### src/design/bounded_set_table_core_assert.svh
// Assertion macros used by the design file bounded_set_table_core.sv.
`ifndef BOUNDED_SET_TABLE_CORE_ASSERT_SVH
`define BOUNDED_SET_TABLE_CORE_ASSERT_SVH

// Property must hold at every clock edge outside reset.
`define BST_ASSERT(lbl, prop, msg) \
  lbl: assert property (@(posedge clk) disable iff (rst) (prop)) else $error(msg);

// Condition must never be seen outside reset.
`define BST_NEVER(lbl, cond, msg) \
  lbl: assert property (@(posedge clk) disable iff (rst) !(cond)) else $error(msg);

`endif

### src/design/bst_pkg.sv
package bst_pkg;

  // store geometry
  localparam int DEPTH  = 64;
  localparam int ADDR_W = (DEPTH > 1) ? $clog2(DEPTH) : 1;
  localparam int CNT_W  = $clog2(DEPTH + 1);

  // field widths
  localparam int VAL_W      = 32;
  localparam int CMD_W      = 2;
  localparam int STAT_W     = 3;
  localparam int OUTCNT_W   = 7;
  localparam int CFG_W      = 7;
  localparam int CMP_W      = (CNT_W > CFG_W) ? CNT_W : CFG_W;
  localparam int M_TDATA_W  = 8;
  localparam int M_TUSER_W  = STAT_W + 1;

  localparam logic [CFG_W-1:0] CFG_RESET = CFG_W'(64);

  // commands
  localparam logic [CMD_W-1:0] CMD_INSERT = 2'd0;
  localparam logic [CMD_W-1:0] CMD_REMOVE = 2'd1;

  // result status codes
  localparam logic [STAT_W-1:0] ST_INSERTED  = 3'd0;
  localparam logic [STAT_W-1:0] ST_DUPLICATE = 3'd1;
  localparam logic [STAT_W-1:0] ST_FULL      = 3'd2;
  localparam logic [STAT_W-1:0] ST_REMOVED   = 3'd3;
  localparam logic [STAT_W-1:0] ST_ABSENT    = 3'd4;
  localparam logic [STAT_W-1:0] ST_QUERY     = 3'd5;

endpackage

### src/design/bst_ram.sv
// Simple dual-port RAM, one write and one registered read per cycle.
module bst_ram #(
  parameter int WIDTH  = 32,
  parameter int DEPTH  = 64,
  parameter int ADDR_W = (DEPTH > 1) ? $clog2(DEPTH) : 1
) (
  input  logic              clk,
  input  logic              wr_en,
  input  logic [ADDR_W-1:0] wr_addr,
  input  logic [WIDTH-1:0]  wr_data,
  input  logic              rd_en,
  input  logic [ADDR_W-1:0] rd_addr,
  output logic [WIDTH-1:0]  rd_data
);

  logic [WIDTH-1:0] mem [DEPTH];

  always_ff @(posedge clk) begin
    if (wr_en) begin
      mem[wr_addr] <= wr_data;
    end
  end

  // read data holds until the next read
  always_ff @(posedge clk) begin
    if (rd_en) begin
      rd_data <= mem[rd_addr];
    end
  end

endmodule

### src/design/bounded_set_table_core.sv
// Bounded set of distinct 32-bit signed values, held in one RAM.
// Input channel s_*: one beat per command; s_tuser carries the command
// (insert, remove, membership query), s_tdata the value.
// Output channel m_*: exactly one result beat per command; m_tuser carries
// status and the member flag, m_tdata the element count after the command.
// cfg_we/cfg_wdata set the capacity limit; the limit in force is
// min(limit, DEPTH). Write it only while no command is in flight.
// Each command reads the stored entries one per cycle from slot 0 up to
// count-1, stopping at the first match, through the single RAM read port.
// After the scan the result register loads in DECIDE, or in MOVE for a
// successful remove, which first reads the last entry to refill the vacated
// slot. The next command is taken in the cycle after the result loads.
// The result register frees the input side: a new command is accepted while
// the previous result still waits; a stalled receiver holds only the
// final DECIDE or MOVE step of the following command.
// Reset: count clears to zero, limit returns to 64, no result pending.
// RAM contents are not cleared; only slots below count are ever read.
module bounded_set_table_core import bst_pkg::*; (
  input  logic                 clk,
  input  logic                 rst,
  input  logic                 cfg_we,
  input  logic [CFG_W-1:0]     cfg_wdata,     // capacity_limit
  input  logic                 s_tvalid,
  output logic                 s_tready,
  input  logic [VAL_W-1:0]     s_tdata,       // [31:0] value
  input  logic [CMD_W-1:0]     s_tuser,       // [1:0] cmd
  output logic                 m_tvalid,
  input  logic                 m_tready,
  output logic [M_TDATA_W-1:0] m_tdata,       // [6:0] element_count, [7] zero
  output logic [M_TUSER_W-1:0] m_tuser        // [2:0] status, [3] is_member
);

  `include "bounded_set_table_core_assert.svh"

  typedef enum logic [1:0] {IDLE, SCAN, DECIDE, MOVE} state_t;

  state_t             state;
  logic [CMD_W-1:0]   cmd_q;
  logic [VAL_W-1:0]   val_q;
  logic [CNT_W-1:0]   count;
  logic [CNT_W-1:0]   count_next;
  logic [CFG_W-1:0]   limit;
  logic [CNT_W-1:0]   scan_idx;      // next slot to read
  logic               rd_pend;       // read data valid for rd_slot
  logic [ADDR_W-1:0]  rd_slot;
  logic               found;
  logic [ADDR_W-1:0]  slot;

  logic [STAT_W-1:0]   res_status;
  logic                res_member;
  logic [OUTCNT_W-1:0] res_count;

  // RAM port signals
  logic               mem_we;
  logic [ADDR_W-1:0]  mem_waddr;
  logic [VAL_W-1:0]   mem_wdata;
  logic               mem_re;
  logic [ADDR_W-1:0]  mem_raddr;
  logic [VAL_W-1:0]   mem_rdata;

  logic               s_fire;
  logic               hit;
  logic               issue;
  logic               out_free;
  logic               out_load;
  logic               full;
  logic [CNT_W-1:0]   cnt_m1;
  logic [STAT_W-1:0]  status_next;

  bst_ram #(
    .WIDTH  (VAL_W),
    .DEPTH  (DEPTH),
    .ADDR_W (ADDR_W)
  ) u_ram (
    .clk     (clk),
    .wr_en   (mem_we),
    .wr_addr (mem_waddr),
    .wr_data (mem_wdata),
    .rd_en   (mem_re),
    .rd_addr (mem_raddr),
    .rd_data (mem_rdata)
  );

  assign s_tready = (state == IDLE);
  assign s_fire   = s_tvalid && s_tready;
  assign out_free = !m_tvalid || m_tready;
  assign cnt_m1   = count - CNT_W'(1);

  // full against min(limit, DEPTH)
  assign full = (CMP_W'(count) >= CMP_W'(limit)) || (count >= CNT_W'(DEPTH));

  // compare the word read last cycle; stop issuing once matched
  assign hit   = rd_pend && (mem_rdata == val_q);
  assign issue = (state == SCAN) && (scan_idx < count) && !hit;

  always_comb begin
    mem_we      = 1'b0;
    mem_waddr   = count[ADDR_W-1:0];
    mem_wdata   = val_q;
    mem_re      = issue;
    mem_raddr   = scan_idx[ADDR_W-1:0];
    count_next  = count;
    out_load    = 1'b0;
    status_next = ST_QUERY;
    unique case (state)
      DECIDE: begin
        if (cmd_q == CMD_REMOVE && found) begin
          // fetch the last entry to refill the vacated slot
          mem_re    = 1'b1;
          mem_raddr = cnt_m1[ADDR_W-1:0];
        end else if (out_free) begin
          out_load = 1'b1;
          case (cmd_q)
            CMD_INSERT: begin
              if (found) begin
                status_next = ST_DUPLICATE;
              end else if (full) begin
                status_next = ST_FULL;
              end else begin
                status_next = ST_INSERTED;
                mem_we      = 1'b1;
                count_next  = count + CNT_W'(1);
              end
            end
            CMD_REMOVE: status_next = ST_ABSENT;
            default:    status_next = ST_QUERY;   // query and spare code
          endcase
        end
      end
      MOVE: begin
        if (out_free) begin
          out_load    = 1'b1;
          status_next = ST_REMOVED;
          mem_we      = 1'b1;
          mem_waddr   = slot;
          mem_wdata   = mem_rdata;
          count_next  = cnt_m1;
        end
      end
      default: ;
    endcase
  end

  always_ff @(posedge clk) begin
    if (rst) begin
      state    <= IDLE;
      count    <= '0;
      limit    <= CFG_RESET;
      rd_pend  <= 1'b0;
      m_tvalid <= 1'b0;
    end else begin
      if (cfg_we) begin
        limit <= cfg_wdata;
      end
      count   <= count_next;
      rd_pend <= issue;
      if (issue) begin
        scan_idx <= scan_idx + CNT_W'(1);
        rd_slot  <= scan_idx[ADDR_W-1:0];
      end

      // result register: reload only once the previous beat has gone
      if (out_load) begin
        m_tvalid   <= 1'b1;
        res_status <= status_next;
        res_member <= found;
        res_count  <= OUTCNT_W'(count_next);
      end else if (m_tready) begin
        m_tvalid <= 1'b0;
      end

      unique case (state)
        IDLE: begin
          if (s_fire) begin
            cmd_q    <= s_tuser;
            val_q    <= s_tdata;
            found    <= 1'b0;
            scan_idx <= '0;
            state    <= (count == '0) ? DECIDE : SCAN;
          end
        end
        SCAN: begin
          if (hit) begin
            found <= 1'b1;
            slot  <= rd_slot;
            state <= DECIDE;
          end else if (scan_idx == count) begin
            // last compare done, no match
            state <= DECIDE;
          end
        end
        DECIDE: begin
          if (cmd_q == CMD_REMOVE && found) begin
            state <= MOVE;
          end else if (out_free) begin
            state <= IDLE;
          end
        end
        MOVE: begin
          if (out_free) begin
            state <= IDLE;
          end
        end
        default: state <= IDLE;
      endcase
    end
  end

  assign m_tdata = M_TDATA_W'(res_count);
  assign m_tuser = {res_member, res_status};

  `BST_ASSERT(a_count_bound, count <= CNT_W'(DEPTH), "count exceeds store depth")
  `BST_ASSERT(a_count_with_result, (count_next == count) || out_load,
              "count changed without a result")
  `BST_ASSERT(a_write_with_result, !mem_we || out_load, "RAM written without a result")
  `BST_NEVER(a_accept_vs_result, s_fire && out_load,
             "command accepted while a result is being produced")

endmodule
### config.mk
export PLATFORM = sky130hd
export DESIGN_NAME = bounded_set_table_core
export DESIGN_NICKNAME = d
export VERILOG_FILES = /design/src/design/bst_pkg.sv /design/src/design/bst_ram.sv /design/src/design/bounded_set_table_core.sv
export VERILOG_INCLUDE_DIRS = /design/src /design/src/design
export SDC_FILE = /design/constraint.sdc
export NUM_CORES = 2
export LEC_CHECK = 0
export BUFFER_PORTS_ARGS = -buffer_cell sky130_fd_sc_hd__buf_2
export CAP_MARGIN = 20
export CORE_UTILIZATION = 50
export DETAILED_ROUTE_END_ITERATION = 10
export PLACE_DENSITY_LB_ADDON = 0.05
export SLEW_MARGIN = 5
export SYNTH_ARGS = -nofsm -noshare
export SYNTH_HDL_FRONTEND = slang
export SYNTH_SLANG_ARGS = --single-unit
### constraint.sdc
create_clock -name clk -period 12.55 [get_ports clk]
set_clock_uncertainty 0.1 [all_clocks]
set_input_delay 1.8825 -clock clk [delete_from_list [all_inputs] [get_ports clk]]
set_output_delay 1.8825 -clock clk [all_outputs]
set_load 0.005 [all_outputs]
* Word level (Yosys, flattened, before mapping)
Memory sizes are Yosys's and may differ from the RTL's. A register that Yosys moved wholly into a read port is not among the register bits.
Cells that the tools add are included.
** Word-level totals
- Register bits after elaboration :: 83
- Memories :: 1
- Output and inout bits :: 14
- Memory bits (writable) :: 2048
- Memory bits (read-only) :: 0
- Input bits :: 46
- Word-level logic and storage cells :: 99
- Latch bits :: 0
** Cells by class
- Bitwise logic cells :: 1
- Add/subtract/negate cells :: 3
- Multipliers :: 0
- Mux-type cells :: 48
- Reductions and logical operators :: 20
- Equal/unequal tests :: 9
- Divide/modulo/power cells :: 0
- $lt $le $gt $ge :: 3
- Shift operators :: 0
** Memory list
- u_ram.mem :: words 64, width 32, read ports 1, clocked after memory_dff 1, wr ports 1, RTL line bst_ram.sv:16 : logic [WIDTH-1:0] mem [DEPTH];
** Operator list (number)
- two-way mux 32 bit :: 2
- two-way mux 7 bit :: 9
- equality test 32 bit :: 1
- two-way mux 6 bit :: 4
- two-way mux 2 bit :: 8
- two-way mux 1 bit :: 15
- adder 7 x 1 -> 7 bit (second input constant) :: 2
- case mux 7 bit (2 select lines) :: 1
- case mux 3 bit (2 select lines) :: 2
- two-way mux 3 bit :: 3
- case mux 2 bit (4 select lines) :: 1
- equality test 7 bit :: 1
- >= comparator 7 bit :: 1
- >= comparator 7 bit (second input constant) :: 1
- logical NOT 7 bit :: 1
- less-than comparator 7 bit :: 1
- subtractor 7 x 1 -> 7 bit (second input constant) :: 1
- case mux 1 bit (2 select lines) :: 3
- AND reduction 2 bit :: 3
- AND reduction 3 bit :: 2
- logical AND 1 bit :: 5
- equality test 2 x 1 -> 1 bit (second input constant) :: 2
- equality test 2 bit (second input constant) :: 2
- logical NOT 2 bit :: 2
- 8 further kinds :: 11

* Logic depth before layout (Yosys ltp)
- Word-level depth :: 10
- Gate-level depth with buffers :: 14
- Mapped depth without buffers :: 10

* Cells and area by module
A second synthesis with hierarchy kept.
** Unflattened totals
- Cell total of the unflattened synthesis :: 3811
- Area, all modules :: 83430.0 um2
** By module, submodules not included
- bst_ram :: sequential area each 62459.9 um2, instances 1, cells an instance 3324, area each 78833.1 um2
- bounded_set_table_core :: sequential area each 2312.2 um2, instances 1, cells an instance 487, area each 4596.9 um2

* Worst setup path after synthesis
Ideal clock, no wire load.
- Path kind :: input-to-reg
- Start :: in m_tready
- End :: mem u_ram.mem[10][0] (enable)
- Buffers on the path :: 2
- Library setup time :: 421 ps
- Path slack :: 7377 ps
- Stages on the path :: 8
- Arrival time :: 4652 ps
- Required time :: 12029 ps
- Cells stage by stage :: nand2b_1 -> and3_1 -> clkbuf_1 -> clkbuf_1 -> nand3b_1 -> a21oi_1 -> nand2_1 -> nor2_1
** On the way
- Word-level cells in the longest chain between the ends :: 6
- Elaborated cells between the ends (all ways) :: 9
- Those cells by class :: 8 x mux; 1 x reduce/logical
** RTL lines
- from (decl) :: RTL line bounded_set_table_core.sv:28 : input logic m_tready,
- logical OR 1 bit * :: RTL line bounded_set_table_core.sv:86 : assign out_free = !m_tvalid || m_tready;
- two-way mux 1 bit :: RTL line bounded_set_table_core.sv:111 : end else if (out_free) begin
- two-way mux 1 bit :: RTL line bounded_set_table_core.sv:107 : if (cmd_q == CMD_REMOVE && found) begin
- case mux 1 bit (2 select lines) :: RTL line bounded_set_table_core.sv:105 : unique case (state)
- two-way mux 1 bit :: RTL line bst_ram.sv:19 : if (wr_en) begin
- two-way mux 1 bit (implied by the code) :: RTL line bst_ram.sv:20 : mem[wr_addr] <= wr_data;
- to (decl) :: RTL line bst_ram.sv:16
Every way passes the cells marked *; elsewhere a longest branch is shown, timed or not.

* Final worst setup path
- Start :: reg state[0]
- End :: reg u_ram.rd_data[30] (read register of u_ram.mem) (data pin)
** On the way
- Word-level cells in the longest chain between the ends :: 5
- Elaborated cells between the ends (all ways) :: 7
- Those cells by class :: 2 x eq/ne; 3 x mux; 2 x reduce/logical
** RTL lines
- from (decl) :: RTL line bounded_set_table_core.sv:37 : state_t state;
- from (signal assigned) :: RTL line bounded_set_table_core.sv:179 : state <= (count == '0) ? DECIDE : SCAN;
- equality test 2 x 1 -> 1 bit :: RTL line bounded_set_table_core.sv:94 : assign issue = (state == SCAN) && (scan_idx < count) && !hit;
- logical AND 1 bit (2 in a row) :: RTL line bounded_set_table_core.sv:94
- two-way mux 1 bit :: RTL line bounded_set_table_core.sv:107
- two-way mux 1 bit :: RTL line bounded_set_table_core.sv:105
- to (decl) :: RTL line bst_ram.sv:13 : output logic [WIDTH-1:0] rd_data
Parallel ways exist; a longest one is shown, timed or not.
A chain may end at the register's enable or synchronous reset.

==> results.md <==
* Worst hold stages at 0
* Vias per cell at 6.45
* Worst R2R Path Depth at 10
* Crit path top cell by count: buf_12
* Number of buffers added for setup after CTS at 0
* CTS Buf Count at 220
* Largest net degree at the start of global routing at 131
* Port Buffers at 58
* Core area at 174000 sq um
* Net Sw Power at 5.87 mW
* Vias in the first global route at 51100
* Worst Hold Class: flop to flop
* Num Clock Sinks at 2163
* Post-synthesis sequential area ratio at 74.0%
* Clock power frac at 33.6%
* Drt first pass iters at 6
* Post-synth ARST share at 0%
* Global-route wire length before repair at 394000 um
* Antenna-violating nets left at 0
* Die area at 177000 sq um
* Post-cts resize count at 0
* Fmax at 148 MHz
* Slowest-stage cell, CP: a2111oi_0
* Placed cell areas at 91600 sq um
* Initial antenna violation count at 39
* Crit path max-delay family: simple AND/OR/NAND/NOR gates
* Syn nets at 5792
* DR WL/cell at 33.9 um
* Final worst slack at 5790 ps
* Internal power at 13.1 mW
* Synth warnings at 0
* Num rows at 153
* Worst vdd ir at 0.147 mV
* Startpoint Class: flop
* Synth Instances at 5729
* FF+latch count, synth at 2163
* DRC at 0
* CP max FO at 130
* Share of layout cells above drive strength 1 at 13.4%
* Sequential power share at 44.5%
* Synthesized cell area at 87500 sq um
* CP cell instances: and4bb_1 -> a21oi_2 -> nor2_4 -> buf_12 -> buf_12 -> mux4_2 -> a2111oi_0 -> o21bai_1 -> a21oi_1 -> or4b_1
* Cell variety after synth at 76
* Stages on worst setup path at 10
* CTS H-tree depth at 4
* Switching part of the total power at 30.9%
* GPL Wtd Cong at 0.875
* Design Power at 19.0 mW
* Routed via count at 54000
* Final nets at 5906
* Initial Util at 50.3%
* Longest Clk Path Bufs at 3
* Max-slew violations at 0
* DRT iter0 DRCs at 7561
* Yosys top cell area share at 73.6%
* Yosys top cell by area: edfxtp_1
* CP Data Required Time at 13040 ps
* Logic pwr share at 22.0%
* Root buffer cell: clkbuf_16
* Pleak at 32.9 nW
* Worst-skew pair later-pin latency at 860 ps
* DIE WIDTH at 420 um
* Top post-synthesis cells by area: edfxtp_1 74%, mux2i_1 5.9%, nand2_1 4.1%
* Syn Area/Cell at 15.3 sq um
* Main synth FF type: edfxtp_1
* Post-detail-place hpwl at 160000 um
* Die height at 420 um
* Arr. time, crit path at 7250 ps
* Max Cap Viol at 0
* Total grt overflow at 0
* Finished layout cell area at 98600 sq um
* RSZ-0062 raised after global routing: no
* CTS tree: built
* Routed WL at 284000 um
* All-layer global routing usage at 32.0%
* Pre-CTS WS at 6000 ps
* Rel. slew slack at 17.3%
* Final setup violation count at 0
* Hold Fails Final Rpt at 0
* Crit path time final at 6760 ps
* # IOs at 60
* P per Cell Area at 193 nW/um^2
* Number of flops mapped to enable cells by yosys at 2145
* Tightest Pin Transition at 1240 ps
* Critical path class: flop to flop
* Outcome: finished clean
* Synthesis-to-finish area growth at 12.7%
* Worst-path clk slew at 70 ps
* Final period utilization at 53.9%
* CP endpoint kind: flop
* Slowest stage delay, CP at 910 ps
* Crit path buf inv count at 2
* Cts hold-fix bufs at 0
* Setup total negative slack at 0 ps
==> kinds of logic (layout without fill, tap and decap cells) <==
logic type      after synthesis  in the layout  share of synthesized area [%]
buf+inv                     396            688                           2.01
fa+ha+maj                    17             17                          0.243
xor+xnor                     46             46                          0.460
mux                         608            608                           8.04
flops                      2163           2163                           74.0
other cells                   1             26                        0.00429
simple gates               1477           1477                           7.42
compound gates             1021           1021                           7.81
==> sequential cells by signal, indices dropped and copies added (netlist names), 2 cells and up <==
signal         flops
val_q             32
res_count          7
slot               6
count              7
res_status         3
state              2
scan_idx           7
u_ram.mem       2048
u_ram.rd_data     32
limit              7
rd_slot            6
cmd_q              2
==> through the flow <==
stage	cells	hold slack, ps	utilization [%]
4_1_cts	8346	313	56.7
5_1_grt	8364	324	56.7
3_3_place_gp	7935	301	52.6
2_1_floorplan	5729	300	-
3_5_place_dp	7946	305	52.7
6_report	8371	309	56.7
==> layout make-up <==
type	instances	area [sq um]
Inverter	21	78.8
Sequential cell	2163	64800
Antenna cell	25	62.6
Multi-Input combinational cell	3170	21900
Clock inverter	103	923
Clock buffer	297	5960
Timing Repair Buffer	267	2010
Tap cell	2325	2910
Fill cell	13800	75200
==> layout by cell type, fill, tap and decap left out, types with 17 or more instances in the layout <==
cell type	n
a211oi_1	124
a21oi_1	332
a221o_1	42
a221oi_1	48
a22oi_1	24
a31oi_1	57
a32o_1	37
a32oi_1	52
and3_1	57
buf_2	61
buf_4	193
bufinv_16	17
clkbuf_1	69
clkbuf_16	228
clkinv_1	45
clkinv_2	32
dfxtp_1	18
diode_2	25
edfxtp_1	2145
ha_1	17
inv_1	21
mux2i_1	517
mux4_2	74
nand2_1	909
nand2_2	36
nand3_1	57
nand4_1	27
nor2_1	66
nor2_4	71
nor3_1	59
nor4_1	98
o21ai_0	76
o22ai_1	116
o31ai_1	21
or4_1	28
xnor2_1	18
xor2_1	28
==> cells in the mapped netlist, drive strengths merged, types with 6 or more instances <==
library cell and instances:
o221ai 7, dfxtp 18, xnor2 18, nor3 61
clkbuf 204, o21ai 81, o22a 6, a32oi 53
a32o 37, a211oi 124, ha 17, nand4 27
o22ai 116, mux4 74, or4 28, a22oi 25
inv 21, a221oi 48, o32a 6, and2 7
and3 59, o31ai 21, a31oi 57, o211ai 6
a21o 11, mux2i 518, a2111oi 7, nand2 948
or3 7, xor2 28, nor2b 6, edfxtp 2145
nor2 138, nor4 113, a211o 11, a221o 42
a21oi 335, mux2 16, buf 171, nand3 58
==> per-layer routing <==
metal | track usage (%) | vias up | share of wire (%)
li1 | - | 22700 | -
met1 | 46.0 | 28000 | 41
met2 | 48.5 | 2848 | 46
met3 | 5.50 | 498 | 9.1
met4 | 13.2 | 10 | 3.9
met5 | 0 | - | 0.022
==> path summary, 6_finish.rpt <==
| check | from | to | slack, ps |
|---|---|---|---|
| hold / removal | rd_slot[4]$_DFFE_PP_ | slot[4]$_DFFE_PP_ | 310 |
| hold reg to reg | rd_slot[4]$_DFFE_PP_ | slot[4]$_DFFE_PP_ | 310 |
| setup reg to reg | state[0]$_SDFFE_PP0P_ | u_ram.rd_data[30]$_DFFE_PP_ | 5790 |
| setup / recovery | state[0]$_SDFFE_PP0P_ | u_ram.rd_data[30]$_DFFE_PP_ | 5790 |
==> power groups by stage <==
stage / sequential, mW / combinational, mW / clock, mW
CTS: 8.45 / 4.12 / 6.44
floorplan: 8.55 / 2.39 / 0
global placement: 8.60 / 4.07 / 0
global route: 8.46 / 4.35 / 6.70
finish: 8.46 / 4.17 / 6.38
detailed placement: 8.61 / 4.11 / 0
No activity file was read; power rests on OpenSTA's default activity.
